[src/lkvc_pkg.sv]
package lkvc_pkg;

  localparam int unsigned ENTRIES    = 16;
  localparam int unsigned KEY_BITS   = 16;
  localparam int unsigned VALUE_BITS = 16;

  localparam int unsigned RANK_W = (ENTRIES > 1) ? $clog2(ENTRIES) : 1;
  localparam int unsigned CNT_W  = $clog2(ENTRIES + 1);

  // capacity register, fixed 5-bit field at register index 0
  localparam int unsigned CAP_W = 5;
  localparam logic [CAP_W-1:0] CAP_RESET = CAP_W'(16);
  localparam int unsigned APB_ADDR_W = 3;
  localparam logic [APB_ADDR_W-1:0] ADDR_CAPACITY = APB_ADDR_W'(0);

  typedef logic [KEY_BITS-1:0]   key_t;
  typedef logic [VALUE_BITS-1:0] value_t;
  typedef logic [RANK_W-1:0]     rank_t;
  typedef logic [CNT_W-1:0]      count_t;

  typedef enum logic {
    OP_GET = 1'b0,
    OP_PUT = 1'b1
  } op_e;

  typedef struct packed {
    op_e    op;
    key_t   key;
    value_t value;
  } req_t;

  typedef struct packed {
    logic   found;
    value_t read_value;
    logic   evicted;
    key_t   evicted_key;
  } rsp_t;

endpackage

[src/lru_key_value_cache.sv]
// fully associative key-value cache with least-recently-used replacement
// slave stream: one beat per get or put, tuser carries the op (0 get, 1 put),
//   tdata carries key and value
// master stream: one result beat per request beat, tuser carries found and
//   evicted, tdata carries read_value and evicted_key (zero when not valid)
// apb port: register 0 is capacity_in_use (5 bits, reset 16); 0 acts as 1,
//   anything above the entry count acts as the entry count
// a request beat lands in the input register, is looked up and applied to
//   the store once the result register is free or draining, and its result
//   beat is then offered on the master side from the result register;
//   one beat per cycle sustained while the master side takes every result
//   beat, the rate is set by the parallel key compare and rank update over all entries
// a stalled master side holds the result register, the input register then
//   fills and s_axis_tready drops; nothing is lost or repeated
// reset empties the cache (all entries invalid, occupancy zero) and sets the
//   capacity to its full value; no clearing pass is needed
module lru_key_value_cache (
  input  logic        clk_i,
  input  logic        rst_ni,
  // request stream
  input  logic        s_axis_tvalid,
  output logic        s_axis_tready,
  input  logic [31:0] s_axis_tdata,   // [15:0] key, [31:16] value
  input  logic        s_axis_tuser,   // [0] op
  // result stream
  output logic        m_axis_tvalid,
  input  logic        m_axis_tready,
  output logic [31:0] m_axis_tdata,   // [15:0] read_value, [31:16] evicted_key
  output logic [1:0]  m_axis_tuser,   // [0] found, [1] evicted
  // configuration
  input  logic        psel,
  input  logic        penable,
  input  logic        pwrite,
  input  logic [lkvc_pkg::APB_ADDR_W-1:0] paddr,
  input  logic [31:0] pwdata,
  output logic [31:0] prdata,
  output logic        pready
);
  import lkvc_pkg::*;

  logic             in_valid_q;
  req_t             in_req_q;
  logic             out_valid_q;
  rsp_t             out_rsp_q;
  rsp_t             rsp;
  logic             fire;
  logic [CAP_W-1:0] cap_q;

  // apb register, written on the access phase
  assign pready = 1'b1;

  always_ff @(posedge clk_i or negedge rst_ni) begin
    if (!rst_ni) begin
      cap_q <= CAP_RESET;
    end else if (psel && penable && pwrite && pready && (paddr == ADDR_CAPACITY)) begin
      cap_q <= pwdata[CAP_W-1:0];
    end
  end

  assign prdata = (paddr == ADDR_CAPACITY) ? 32'(cap_q) : '0;

  // store stage fires when a request waits and the result slot is free or draining
  assign fire          = in_valid_q && (!out_valid_q || m_axis_tready);
  assign s_axis_tready = !in_valid_q || fire;

  // input register
  always_ff @(posedge clk_i or negedge rst_ni) begin
    if (!rst_ni) begin
      in_valid_q <= 1'b0;
    end else if (s_axis_tready) begin
      in_valid_q <= s_axis_tvalid;
    end
  end

  always_ff @(posedge clk_i) begin
    if (s_axis_tvalid && s_axis_tready) begin
      in_req_q.op    <= op_e'(s_axis_tuser);
      in_req_q.key   <= s_axis_tdata[KEY_BITS-1:0];
      in_req_q.value <= s_axis_tdata[16 +: VALUE_BITS];
    end
  end

  // lookup and update of the entry array
  lkvc_store u_store (
    .clk_i      (clk_i),
    .rst_ni     (rst_ni),
    .fire_i     (fire),
    .req_i      (in_req_q),
    .capacity_i (cap_q),
    .rsp_o      (rsp)
  );

  // result register
  always_ff @(posedge clk_i or negedge rst_ni) begin
    if (!rst_ni) begin
      out_valid_q <= 1'b0;
    end else if (fire) begin
      out_valid_q <= 1'b1;
    end else if (m_axis_tready) begin
      out_valid_q <= 1'b0;
    end
  end

  always_ff @(posedge clk_i) begin
    if (fire) begin
      out_rsp_q <= rsp;
    end
  end

  assign m_axis_tvalid = out_valid_q;
  assign m_axis_tdata  = {16'(out_rsp_q.evicted_key), 16'(out_rsp_q.read_value)};
  assign m_axis_tuser  = {out_rsp_q.evicted, out_rsp_q.found};

endmodule

[src/lkvc_store.sv]
module lkvc_store (
  input  logic                  clk_i,
  input  logic                  rst_ni,
  input  logic                  fire_i,
  input  lkvc_pkg::req_t        req_i,
  input  logic [lkvc_pkg::CAP_W-1:0] capacity_i,
  output lkvc_pkg::rsp_t        rsp_o
);
  import lkvc_pkg::*;

  localparam int unsigned CMP_W = (CAP_W > CNT_W) ? CAP_W : CNT_W;

  key_t              key_q   [ENTRIES];
  value_t            value_q [ENTRIES];
  rank_t             rank_q  [ENTRIES];
  rank_t             rank_d  [ENTRIES];
  logic [ENTRIES-1:0] valid_q, valid_d;
  count_t            occ_q, occ_d;

  logic [ENTRIES-1:0] hit_vec, lru_vec, free_vec, invalid_vec, touch_vec;
  logic               hit, evict, fill, is_put;
  rank_t              hit_rank, lru_rank;
  value_t             hit_value;
  key_t               lru_key;
  count_t             limit;
  logic [CMP_W-1:0]   eff_cap, occ_ext;

  // parallel key compare, lru is the valid entry holding the oldest rank
  always_comb begin
    lru_rank  = rank_t'(occ_q - count_t'(1));
    hit_rank  = '0;
    hit_value = '0;
    lru_key   = '0;
    for (int i = 0; i < ENTRIES; i++) begin
      hit_vec[i] = valid_q[i] && (key_q[i] == req_i.key);
      lru_vec[i] = valid_q[i] && (rank_q[i] == lru_rank);
      hit_rank   = hit_rank  | (hit_vec[i] ? rank_q[i]  : '0);
      hit_value  = hit_value | (hit_vec[i] ? value_q[i] : '0);
      lru_key    = lru_key   | (lru_vec[i] ? key_q[i]   : '0);
    end
  end

  assign invalid_vec = ~valid_q;
  assign free_vec    = invalid_vec & ~(invalid_vec - ENTRIES'(1));

  always_comb begin
    if (capacity_i == '0) begin
      eff_cap = CMP_W'(1);
    end else if (CMP_W'(capacity_i) > CMP_W'(ENTRIES)) begin
      eff_cap = CMP_W'(ENTRIES);
    end else begin
      eff_cap = CMP_W'(capacity_i);
    end
  end

  assign occ_ext = CMP_W'(occ_q);
  assign hit     = |hit_vec;
  assign is_put  = (req_i.op == OP_PUT);
  assign evict   = is_put && !hit && (occ_ext >= eff_cap);
  assign fill    = is_put && !hit && !evict && (|invalid_vec);

  always_comb begin
    if (hit) begin
      touch_vec = hit_vec;
      limit     = count_t'(hit_rank);
    end else if (evict) begin
      touch_vec = lru_vec;
      limit     = count_t'(lru_rank);
    end else if (fill) begin
      touch_vec = free_vec;
      limit     = count_t'(ENTRIES);
    end else begin
      touch_vec = '0;
      limit     = '0;
    end
  end

  always_comb begin
    valid_d = valid_q;
    occ_d   = occ_q;
    for (int i = 0; i < ENTRIES; i++) begin
      rank_d[i] = rank_q[i];
      if (touch_vec[i]) begin
        rank_d[i] = '0;
      end else if (valid_q[i] && (count_t'(rank_q[i]) < limit)) begin
        rank_d[i] = rank_q[i] + rank_t'(1);
      end
    end
    if (fill) begin
      valid_d = valid_q | free_vec;
      occ_d   = occ_q + count_t'(1);
    end
  end

  always_ff @(posedge clk_i or negedge rst_ni) begin
    if (!rst_ni) begin
      valid_q <= '0;
      occ_q   <= '0;
      for (int i = 0; i < ENTRIES; i++) begin
        rank_q[i] <= '0;
      end
    end else if (fire_i) begin
      valid_q <= valid_d;
      occ_q   <= occ_d;
      for (int i = 0; i < ENTRIES; i++) begin
        rank_q[i] <= rank_d[i];
      end
    end
  end

  always_ff @(posedge clk_i) begin
    for (int i = 0; i < ENTRIES; i++) begin
      if (fire_i && is_put && touch_vec[i]) begin
        key_q[i]   <= req_i.key;
        value_q[i] <= req_i.value;
      end
    end
  end

  always_comb begin
    rsp_o.found       = hit;
    rsp_o.read_value  = (hit && !is_put) ? hit_value : '0;
    rsp_o.evicted     = evict;
    rsp_o.evicted_key = evict ? lru_key : '0;
  end

endmodule

[config.mk]
export PLATFORM = sky130hd
export DESIGN_NAME = lru_key_value_cache
export DESIGN_NICKNAME = d
export VERILOG_FILES = /design/src/lkvc_pkg.sv /design/src/lru_key_value_cache.sv /design/src/lkvc_store.sv
export SDC_FILE = /design/constraint.sdc
export NUM_CORES = 1
export LEC_CHECK = 0
export ABC_CLOCK_PERIOD_IN_PS = 5460
export BUFFER_PORTS_ARGS = -buffer_cell sky130_fd_sc_hd__buf_2
export CELL_PAD_IN_SITES_DETAIL_PLACEMENT = 0
export CELL_PAD_IN_SITES_GLOBAL_PLACEMENT = 1
export CORE_MARGIN = 2
export CORE_UTILIZATION = 46
export DETAILED_ROUTE_END_ITERATION = 16
export MAX_ROUTING_LAYER = met4
export PLACE_DENSITY_LB_ADDON = 0.05
export SETUP_SLACK_MARGIN = 0.3
export SKIP_LAST_GASP = 1
export SLEW_MARGIN = 0
export SYNTH_ARGS = -nofsm -noshare
export SYNTH_HDL_FRONTEND = slang
export SYNTH_SLANG_ARGS = --single-unit
export TNS_END_PERCENT = 100
[constraint.sdc]
create_clock -name clk_i -period 5.46 [get_ports clk_i]
set_input_delay 1.092 -clock clk_i [delete_from_list [all_inputs] [get_ports clk_i]]
set_output_delay 1.092 -clock clk_i [all_outputs]
set_load 0.02 [all_outputs]
Yosys cells after proc, flatten, opt, wreduce, memory -nomap -nowiden
Memories as Yosys holds them, arrays and structs flattened.
Cells that the tools add are included.
- logic and storage cells: 391
- output and inout bits: 69
- bits in writable memories: 512
- memories kept: 2
- input bits: 75
- flip-flop bits (word level): 159
- memories (memory ; depth ; width ; rd ports ; clocked after memory_dff ; wr ports ; RTL line ; source):
    u_store.key_q ; 16 ; 16 ; 16 ; 0 ; 16 ; lkvc_store.sv:13 ; key_t key_q [ENTRIES];
    u_store.value_q ; 16 ; 16 ; 16 ; 0 ; 16 ; lkvc_store.sv:14 ; value_t value_q [ENTRIES];
- eq/ne operators: 32
- add/subtract/negate cells: 19
- order comparisons: 18
- reductions and logical operators: 120
- bitwise operators: 49
- mux-type cells: 123
- operators with widths (operator ; number):
    two-way mux 16 bit ; 35
    OR 16 bit ; 31
    == test 16 bit ; 16
    two-way mux 4 bit ; 48
    less-than comparator 4 x 5 -> 1 bit ; 16
    logical AND 1 bit ; 75
    adder 4 x 1 -> 4 bit (second input constant) ; 16
    == test 4 bit ; 16
    OR 4 bit ; 15
    two-way mux 1 bit ; 34
    AND reduction 2 bit ; 17
    nonzero test 2 bit ; 17
    inverter 16 bit ; 2
    OR reduction 16 bit ; 2
    two-way mux 5 bit ; 6
    AND 16 bit ; 1
    subtractor 16 x 1 -> 16 bit (second input constant) ; 1
    adder 5 x 1 -> 5 bit (second input constant) ; 1
    >= comparator 5 bit ; 1
    greater-than comparator 5 bit (second input constant) ; 1
    logical NOT 1 bit ; 5
    logical NOT 5 bit ; 1
    subtractor 4 x 1 -> 4 bit (second input constant) ; 1
    logical NOT 3 bit ; 1
    logical OR 1 bit ; 2

Depth between registers and ports, before layout
Gate-level depths: netlist of run 1.
An unclocked memory read counts as a cell.
- word-level depth: 24
- gate-level depth with buffers: 21
- depth with buffers taken out: 20

Cells and area by module
From an unflattened synthesis of run 1, not the netlist that was laid out.
- cell total of the unflattened synthesis: 2427
- area, all modules: 31529.0 µm²
- by module, submodules not included (module ; seq. area each (µm²) ; cells each ; times used ; area each (µm²)):
    lkvc_store ; 17501.8 ; 2304 ; 1 ; 28941.5
    lru_key_value_cache ; 2188.3 ; 123 ; 1 ; 2587.5

Worst setup path before layout of run 1
Ideal clock, no wire load.
- path kind: register to register
- start point: register u_store.occ_q[0] (netlist: u_store.occ_ext[0])
- end point: register u_store.rank_q[36] (netlist name)
- library setup time: 121 ps
- data required time: 5339 ps
- slack: -52 ps
- stages on the path, launching flop included: 22
- arrival time: 5391 ps
- path buffers: 3
- clock period less this slack: 5512 ps
- cell sequence: dfrtp_1 > clkbuf_1 > buf_1 > inv_1 > ha_1 > nand2b_1 > a21o_1 > a21o_1 > a211o_1 > and3_1 > clkbuf_1 > nand2_1 > inv_1 > a21oi_1 > ha_1 > and3_1 > nand3_1 > a21oi_1 > o21a_1 > nor3_1 > o21ai_0 > a22o_1
- elaborated cells on any way between the ends: 19
- classes of those cells: add/sub (1); order compare (2); eq/ne (1); mux (7); reduce/logical (8)
- RTL lines (element ; RTL line ; source):
    start: declaration ; lkvc_store.sv:18 ; count_t occ_q, occ_d;
    start signal: assignment ; lkvc_store.sv:98 ; occ_q <= '0;
    start signal: assignment ; lkvc_store.sv:104 ; occ_q <= occ_d;
    subtractor 4 x 1 -> 4 bit (*) ; lkvc_store.sv:30 ; lru_rank = rank_t'(occ_q - count_t'(1));
    via u_store.lru_rank[0] ; lkvc_store.sv:22 ; rank_t hit_rank, lru_rank;
    two-way mux 5 bit or == test 4 bit (tied branches) ; lkvc_store.sv:66, lkvc_store.sv:36 ;
    two-way mux 5 bit or logical AND 1 bit (tied branches) ; lkvc_store.sv:63, lkvc_store.sv:36 ;
    less-than comparator 4 x 5 -> 1 bit or two-way mux 16 bit (tied branches) ; lkvc_store.sv:85, lkvc_store.sv:66 ;
    logical AND 1 bit or two-way mux 16 bit (tied branches) ; lkvc_store.sv:85, lkvc_store.sv:63 ;
    nonzero test 2 bit (no source line) ; - ;
    AND reduction 2 bit (no source line) ; - ;
    end signal: indexed assignment ; lkvc_store.sv:106 ; rank_q[i] <= rank_d[i];
    end: declaration ; lkvc_store.sv:15 ; rank_t rank_q [ENTRIES];
The timed path passes the listed nets; every way through them passes the cells marked *.
A chain may end at the register's enable or synchronous reset.

Worst setup path after layout of run 1
- start point: register in_req_q[31] (netlist name)
- end point: register u_store.rank_q[47] (netlist name)
- longest elaborated chain between the ends: 23
- elaborated cells on any way between the ends: 81
- classes of those cells: order compare (1); eq/ne (16); mux (23); bitwise (15); reduce/logical (26)
- ends and longest elaborated chain (element ; RTL line ; source):
    start: declaration ; lru_key_value_cache.sv:42 ; req_t in_req_q;
    == test 16 bit ; lkvc_store.sv:35 ; hit_vec[i] = valid_q[i] && (key_q[i] == req_i.key);
    logical AND 1 bit ; lkvc_store.sv:35 ;
    two-way mux 4 bit ; lkvc_store.sv:37 ; hit_rank = hit_rank | (hit_vec[i] ? rank_q[i] : '0);
    OR 4 bit (15 in series) ; lkvc_store.sv:37 ;
    two-way mux 5 bit ; lkvc_store.sv:63 ; if (hit) begin
    less-than comparator 4 x 5 -> 1 bit ; lkvc_store.sv:85 ; end else if (valid_q[i] && (count_t'(rank_q[i]) < limit)) begin
    logical AND 1 bit ; lkvc_store.sv:85 ;
    nonzero test 2 bit (no source line) ; - ;
    AND reduction 2 bit (no source line) ; - ;
Parallel ways exist; a longest one is shown, timed or not.

==> results_dict.tcl, run 1 <==
set metrics [dict create \
    pwr-share-comb_pct 31.1 \
    fillers 5695 \
    fin_skew_ps 39.0 \
    post-place-cells 3379 \
    vdd_drop_max_mv 0.347 \
    rows 96 \
    path_cells "buf_4 -> xnor2_1 -> nand3_1 -> nor3_1 -> and2_2 -> a22o_1 -> a221oi_1 -> nand4_1 -> nor2_4 -> buf_4 -> ha_1 -> nand2_1 -> nor2_1 -> a221oi_1 -> o211ai_1 -> or4_1 -> nand3_1" \
    antenna_found_initial 1 \
    htreeDepth 3 \
    async_flop_share_pct 13.7 \
    yosys_warnings 0 \
    pwr-share-clk_pct 31.3 \
    p_sw_share_pct 36.2 \
    grt-ovfl-total 0 \
    place_area_mm2 0.0339 \
    netlist_area_mm2 0.0317 \
    whs_ps 474 \
    drive_above_1_share_pct 16.9 \
    dieArea_mm2 0.0710 \
    nets 2731 \
    io_pins 144 \
    grt_pass1_vias 21900 \
    slew_headroom_pct 30.5 \
    period_needed_ps 4980 \
    ys.flop_type "edfxtp_1" \
    maxCapViolations 0 \
    clock-root-buffer "clkbuf_16" \
    end_kind "flip-flop" \
    highest_layer "met4" \
    synth_most_common_cell "edfxtp_1" \
    port_buffers 88 \
    drt_iter0_markers 2982 \
    cts.hold.buffers_added 0 \
    max-clock-path-buffers 3 \
    min_period_over_period_pct 91.1 \
    grt_first_pass_wirelength_mm 164 \
    synth-seq-cells 671 \
    r2r-end "u_store.rank_q[47]" \
    num_antenna_cells 0 \
    place_ws_ps -0.0218 \
    yosysTopAreaCell "edfxtp_1" \
    first_pass_iters 7 \
    cts_tree "done" \
    seqPwrFrac_pct 37.7 \
    clk_pin_slew_ps 50 \
    pwr_density_cell_mw_per_mm2 472 \
    wl_met3_mm 9.87 \
    regToRegSetupSlack_ps 480 \
    die_h_um 266 \
    wire_per_inst_um 33.0 \
    place_congestion 0.984 \
    antenna_left 0 \
    critPathArrivalTime_ps 5550 \
    wl_met1_mm 48.9 \
    dp_hpwl_mm 76.9 \
    critical-path-max-stage-delay_ps 630 \
    path_delay_family "simple AND/OR/NAND/NOR gates" \
    path_max_fanout 14 \
    worstSetupStartpointType "flip-flop" \
    leakage_nw 12.8 \
    hp-class "input pin to asynchronous set/reset pin" \
    numClockSinks 671 \
    ys_seq_area_share_pct 62.1 \
    final_hold_viol_count 0 \
    synth.area.top_cells "edfxtp_1, dfrtp_1, xnor2_1, xor2_1, a221oi_1" \
    timing.final.max_slew_violations 0 \
    die_w_um 266 \
    r2r_cells 17 \
    grt_use_total_pct 33.8 \
    yosysUniqueCellTypes 80 \
    crit_buf_inv 2 \
    netlist_instances 2403 \
    status "complete, no violations" \
    area_delta_synth_final_pct 16.5 \
    drt-total-wl_mm 117 \
    layout_setup_ws_ps 484 \
    worst_slew_pin_slew_ps 1040 \
    grt_max_degree 50 \
    slowest_stage "nor3_1" \
    coreArea_mm2 0.0683 \
    setup_violations 0 \
    synth_edf_count 579 \
    r2r_start "in_req_q[31]" \
    crit_type "flip-flop to flip-flop" \
    route.detailed.drc 0 \
    cts_buffers 77 \
    insertion_delay_ps 660 \
    rsz0062_at_grt "no" \
    fmax_mhz 201 \
    synthTopCellsByCount "edfxtp_1, xnor2_1, xor2_1, nand3_1, nand2_1" \
    final_util_pct 54.0 \
    required_ps 6030 \
    fin_area_mm2 0.0369 \
    routed_via_density 6.43 \
    vias 22800 \
    start_util_pct 46.4 \
    synth_top_area_share_pct 54.9 \
    p_int_mw 11.1 \
    final_cells 3546 \
    routed-wl-met2_mm 53.2 \
    p_sw_mw 6.30 \
    avgSynthCellArea_um2 13.2 \
]
## power groups by stage
stage / clock [mW] / sequential, mW / combinational, mW
floorplan: 0 / 6.44 / 3.23
global placement: 0 / 6.63 / 5.15
detailed placement: 0 / 6.65 / 5.20
CTS: 5.50 / 6.54 / 5.28
global route: 5.70 / 6.59 / 5.79
finish: 5.44 / 6.55 / 5.41
## cell families after synthesis
group / Yosys count / share of synthesized area (%)
other cells: 2 / 0.0237
flops: 671 / 62.1
mux: 14 / 0.509
compound gates: 525 / 12.9
xor+xnor: 320 / 8.87
simple gates: 613 / 10.1
buf+inv: 203 / 3.31
fa+ha+maj: 55 / 2.17
## worst max-delay path by stage
stage	startpoint	end	slack (ps)	cells past startpoint
2_1_floorplan	u_store.occ_ext[0]	u_store.key_q[0][100]	310	11
3_3_place_gp	in_req_q[28]	u_store.rank_q[6]	100	17
3_5_place_dp	in_req_q[28]	u_store.rank_q[6]	-0.02	17
4_1_cts	in_req_q[31]	u_store.rank_q[18]	350	16
5_1_grt	in_req_q[31]	u_store.rank_q[40]	350	15
6_report	in_req_q[31]	u_store.rank_q[47]	480	17
## layer usage
metal,up-vias,GRT usage [%]
li1,9716,-
met1,11600,46.6
met2,1199,50.7
met3,264,5.07
met4,0,12.8
met5,-,-
## state kept, by name, summed over array words and instances, names as in the netlist, 2 cells and up
register,cells
u_store.occ_ext,5
in_req_q,33
u_store.valid_q,16
m_axis_tuser,2
cap_q,5
m_axis_tdata,32
u_store.rank_q,64
u_store.key_q,256
u_store.value_q,256
## final cells by class
cell class,instances,area (um^2),share of cell area (%)
repair buffers,245,1830,4.96
multi-input cells,1555,11400,30.9
clock buffers,93,2000,5.41
flip-flops and latches,671,19700,53.4
well taps,882,1100,2.99
clock inverters,49,693,1.88
inverters,51,193,0.522
## what timing repair did
| action | 4_1_cts | 5_1_grt |
|---|---|---|
| pin swaps | 1 | 1 |
| buffers inserted | 10 | 15 |
| resized for setup | 7 | 12 |
| setup endpoints to repair | 53 | 33 |
## stage by stage
step	power, mW	setup TNS, ps
floorplan	9.67	0
global placement	11.8	0
detailed placement	11.9	-0.0218
CTS	17.3	0
global route	18.1	0
finish	17.4	0
## layout by cell type (no fill, tap or decap), types with 27 or more instances in the layout
cell type and count:
nor2_1 78, ha_1 55, a22oi_1 96, conb_1 28
buf_4 140, a22o_1 94, xor2_1 135, nor3_1 30
nand4_1 60, edfxtp_1 579, o21ai_0 30, dfrtp_1 91
nand2_1 106, nor4_1 28, clkbuf_16 77, a221oi_1 96
inv_1 50, a21oi_1 55, and2_1 27, and3_1 37
nand3_1 126, xnor2_1 178, buf_2 88
Power figures use the tool's default switching activity.
==> run 2: changes to the inputs <==
--- a/config.mk
+++ b/config.mk
@@ -5,12 +5,12 @@
 export SDC_FILE = /design/constraint.sdc
 export NUM_CORES = 1
 export LEC_CHECK = 0
-export ABC_CLOCK_PERIOD_IN_PS = 5460
+export ABC_CLOCK_PERIOD_IN_PS = 5200
 export BUFFER_PORTS_ARGS = -buffer_cell sky130_fd_sc_hd__buf_2
 export CELL_PAD_IN_SITES_DETAIL_PLACEMENT = 0
 export CELL_PAD_IN_SITES_GLOBAL_PLACEMENT = 1
 export CORE_MARGIN = 2
-export CORE_UTILIZATION = 46
+export CORE_UTILIZATION = 51
 export DETAILED_ROUTE_END_ITERATION = 16
 export MAX_ROUTING_LAYER = met4
 export PLACE_DENSITY_LB_ADDON = 0.05
==> constraint.sdc (replaced) <==
create_clock -name clk_i -period 5.2 [get_ports clk_i]
set_input_delay 1.04 -clock clk_i [delete_from_list [all_inputs] [get_ports clk_i]]
set_output_delay 1.04 -clock clk_i [all_outputs]
set_load 0.02 [all_outputs]
==> results_dict.tcl, run 2 (synthesis gave the netlist of run 1 again) <==
set metrics [dict create \
    status "complete, no violations" \
    r2r_cells 17 \
    max-clock-path-buffers 3 \
    critPathArrivalTime_ps 5290 \
    vdd_drop_max_mv 0.342 \
    setup_violations 0 \
    p_sw_mw 6.53 \
    final_common_cell "edfxtp_1" \
    maxCapViolations 0 \
    seqPwrFrac_pct 38.9 \
    timing.final.max_slew_violations 0 \
    gr-usage-met2_pct 54.0 \
    first_pass_iters 6 \
    place_congestion 1.00 \
    grt_busiest_layer "met2" \
    antenna_found_initial 2 \
    drive_above_1_share_pct 17.1 \
    slew_headroom_pct 17.1 \
    dp_hpwl_mm 76.1 \
    met1_usage_pct 51.1 \
    pwr_density_cell_mw_per_mm2 483 \
    clk_pin_slew_ps 60 \
    p_total_mw 17.7 \
    grt_first_pass_wirelength_mm 161 \
    grt-ovfl-total 0 \
    cts_buffers 73 \
    routed_via_density 6.56 \
    final_util_pct 59.6 \
    fin_skew_ps 45.0 \
    worstSetupStartpointType "flip-flop" \
    worst_slew_pin_slew_ps 1240 \
    vias 23000 \
    io_pins 144 \
    antenna_left 0 \
    min_to "u_store.occ_ext[4]" \
    wire_per_inst_um 32.7 \
    critical-path-max-stage-delay_ps 560 \
    path_max_fanout 31 \
    route.detailed.drc 0 \
    hp-class "flip-flop to flip-flop" \
    rows 91 \
    pwr-share-clk_pct 29.0 \
    use_met3_pct 6.74 \
    dieArea_mm2 0.0642 \
    fin_setup_tns_ps 0 \
    drt-total-wl_mm 115 \
    start_util_pct 51.5 \
    final_hold_viol_count 0 \
    grt_use_total_pct 37.0 \
    path_cells "buf_4 -> xor2_1 -> nor4_1 -> buf_4 -> and2_1 -> nor2b_2 -> buf_4 -> buf_4 -> nor4_1 -> nand4_2 -> mux2i_4 -> buf_12 -> o221ai_2 -> o211a_2 -> buf_4 -> and4b_1 -> a211o_1" \
    leakage_nw 12.8 \
    p_sw_share_pct 36.8 \
    nets 2745 \
    r2r_start "in_req_q[31]" \
    min_period_over_period_pct 91.7 \
    port_buffers 88 \
    die_w_um 253 \
    die_h_um 253 \
    drt_iter0_markers 3283 \
    holdPathStages 1 \
    grt_max_degree 62 \
    crit_type "flip-flop to flip-flop" \
    pwr-share-comb_pct 32.2 \
    insertion_delay_ps 650 \
    coreArea_mm2 0.0616 \
    top_regs "u_store.key_q x256, u_store.value_q x256, u_store.rank_q x64" \
    numClockSinks 671 \
    r2r-end "u_store.rank_q[50]" \
    rsz0062_at_grt "no" \
    grt_pass1_vias 21900 \
    htreeDepth 3 \
    required_ps 5720 \
    crit_top_cell "buf_4" \
    min_from "u_store.occ_ext[4]" \
    cts.hold.buffers_added 0 \
    cts_tree "done" \
    regToRegSetupSlack_ps 430 \
    layout_common_cells "edfxtp_1, xnor2_1, buf_4" \
    fmax_mhz 210 \
    clock-root-buffer "clkbuf_16" \
    p_int_mw 11.2 \
    whs_ps 490 \
    layout_setup_ws_ps 430 \
    place_ws_ps 274 \
    slowest_stage "nor4_1" \
    area_delta_synth_final_pct 15.9 \
    period_needed_ps 4770 \
    end_kind "flip-flop" \
]
[run 2: what timing repair did]
item / CTS / global route
buffers inserted: 3 / 14
setup endpoints to repair: 6 / 37
gates resized for setup: 1 / 27
pin swaps: 0 / 1
[run 2: how the worst max path moves through the flow]
stage | from | to | slack, ps | depth (start not counted)
after global routing | in_req_q[31] | u_store.rank_q[55] | 220 | 19
after detailed placement | in_req_q[25] | u_store.rank_q[55] | 270 | 19
after floorplan | u_store.occ_ext[0] | u_store.key_q[0][0] | 310 | 12
after global placement | in_req_q[25] | u_store.rank_q[55] | 300 | 18
final | in_req_q[31] | u_store.rank_q[50] | 430 | 17
after CTS | in_req_q[21] | u_store.rank_q[55] | 300 | 17
[run 2: power groups by stage]
| stage | sequential, mW | clock [mW] | combinational (mW) |
|---|---|---|---|
| finish | 6.89 | 5.14 | 5.70 |
| global route | 6.92 | 5.40 | 6.09 |
| CTS | 6.87 | 5.19 | 5.59 |
| detailed placement | 6.98 | 0 | 5.56 |
| global placement | 6.96 | 0 | 5.50 |
| floorplan | 6.76 | 0 | 3.39 |
[run 2: area by class of cell]
type,instances,area (um^2)
timing repair buffer,263,2010
tap,837,1050
clock buffer,97,1930
sequential,671,19700
antenna,1,2.50
inverter,51,193
fill,4915,24900
clock inverter,36,417
multi-input combinational,1555,11400
[run 2: through the flow]
step	area, um^2	instances
4_1_cts	36500	3496
2_1_floorplan	31800	2429
3_3_place_gp	34100	3360
6_report	36700	3511
5_1_grt	36700	3511
3_5_place_dp	34100	3360
[run 2: routing by layer]
layer | up-vias | wire length [um]
met1 | 11700 | 46300
met3 | 259 | 11800
met5 | - | 0
met4 | 0 | 5480
met2 | 1359 | 51200
li1 | 9744 | -
[run 2: critical path, delay by kind of cell (launching register included)]
kind,cells,cell delay (ps)
AO/OA/AOI/OAI,3,540
XOR/XNOR,1,220
buffers and inverters,6,1430
flip-flops,1,420
multiplexers,1,540
AND/OR/NAND/NOR,6,1490
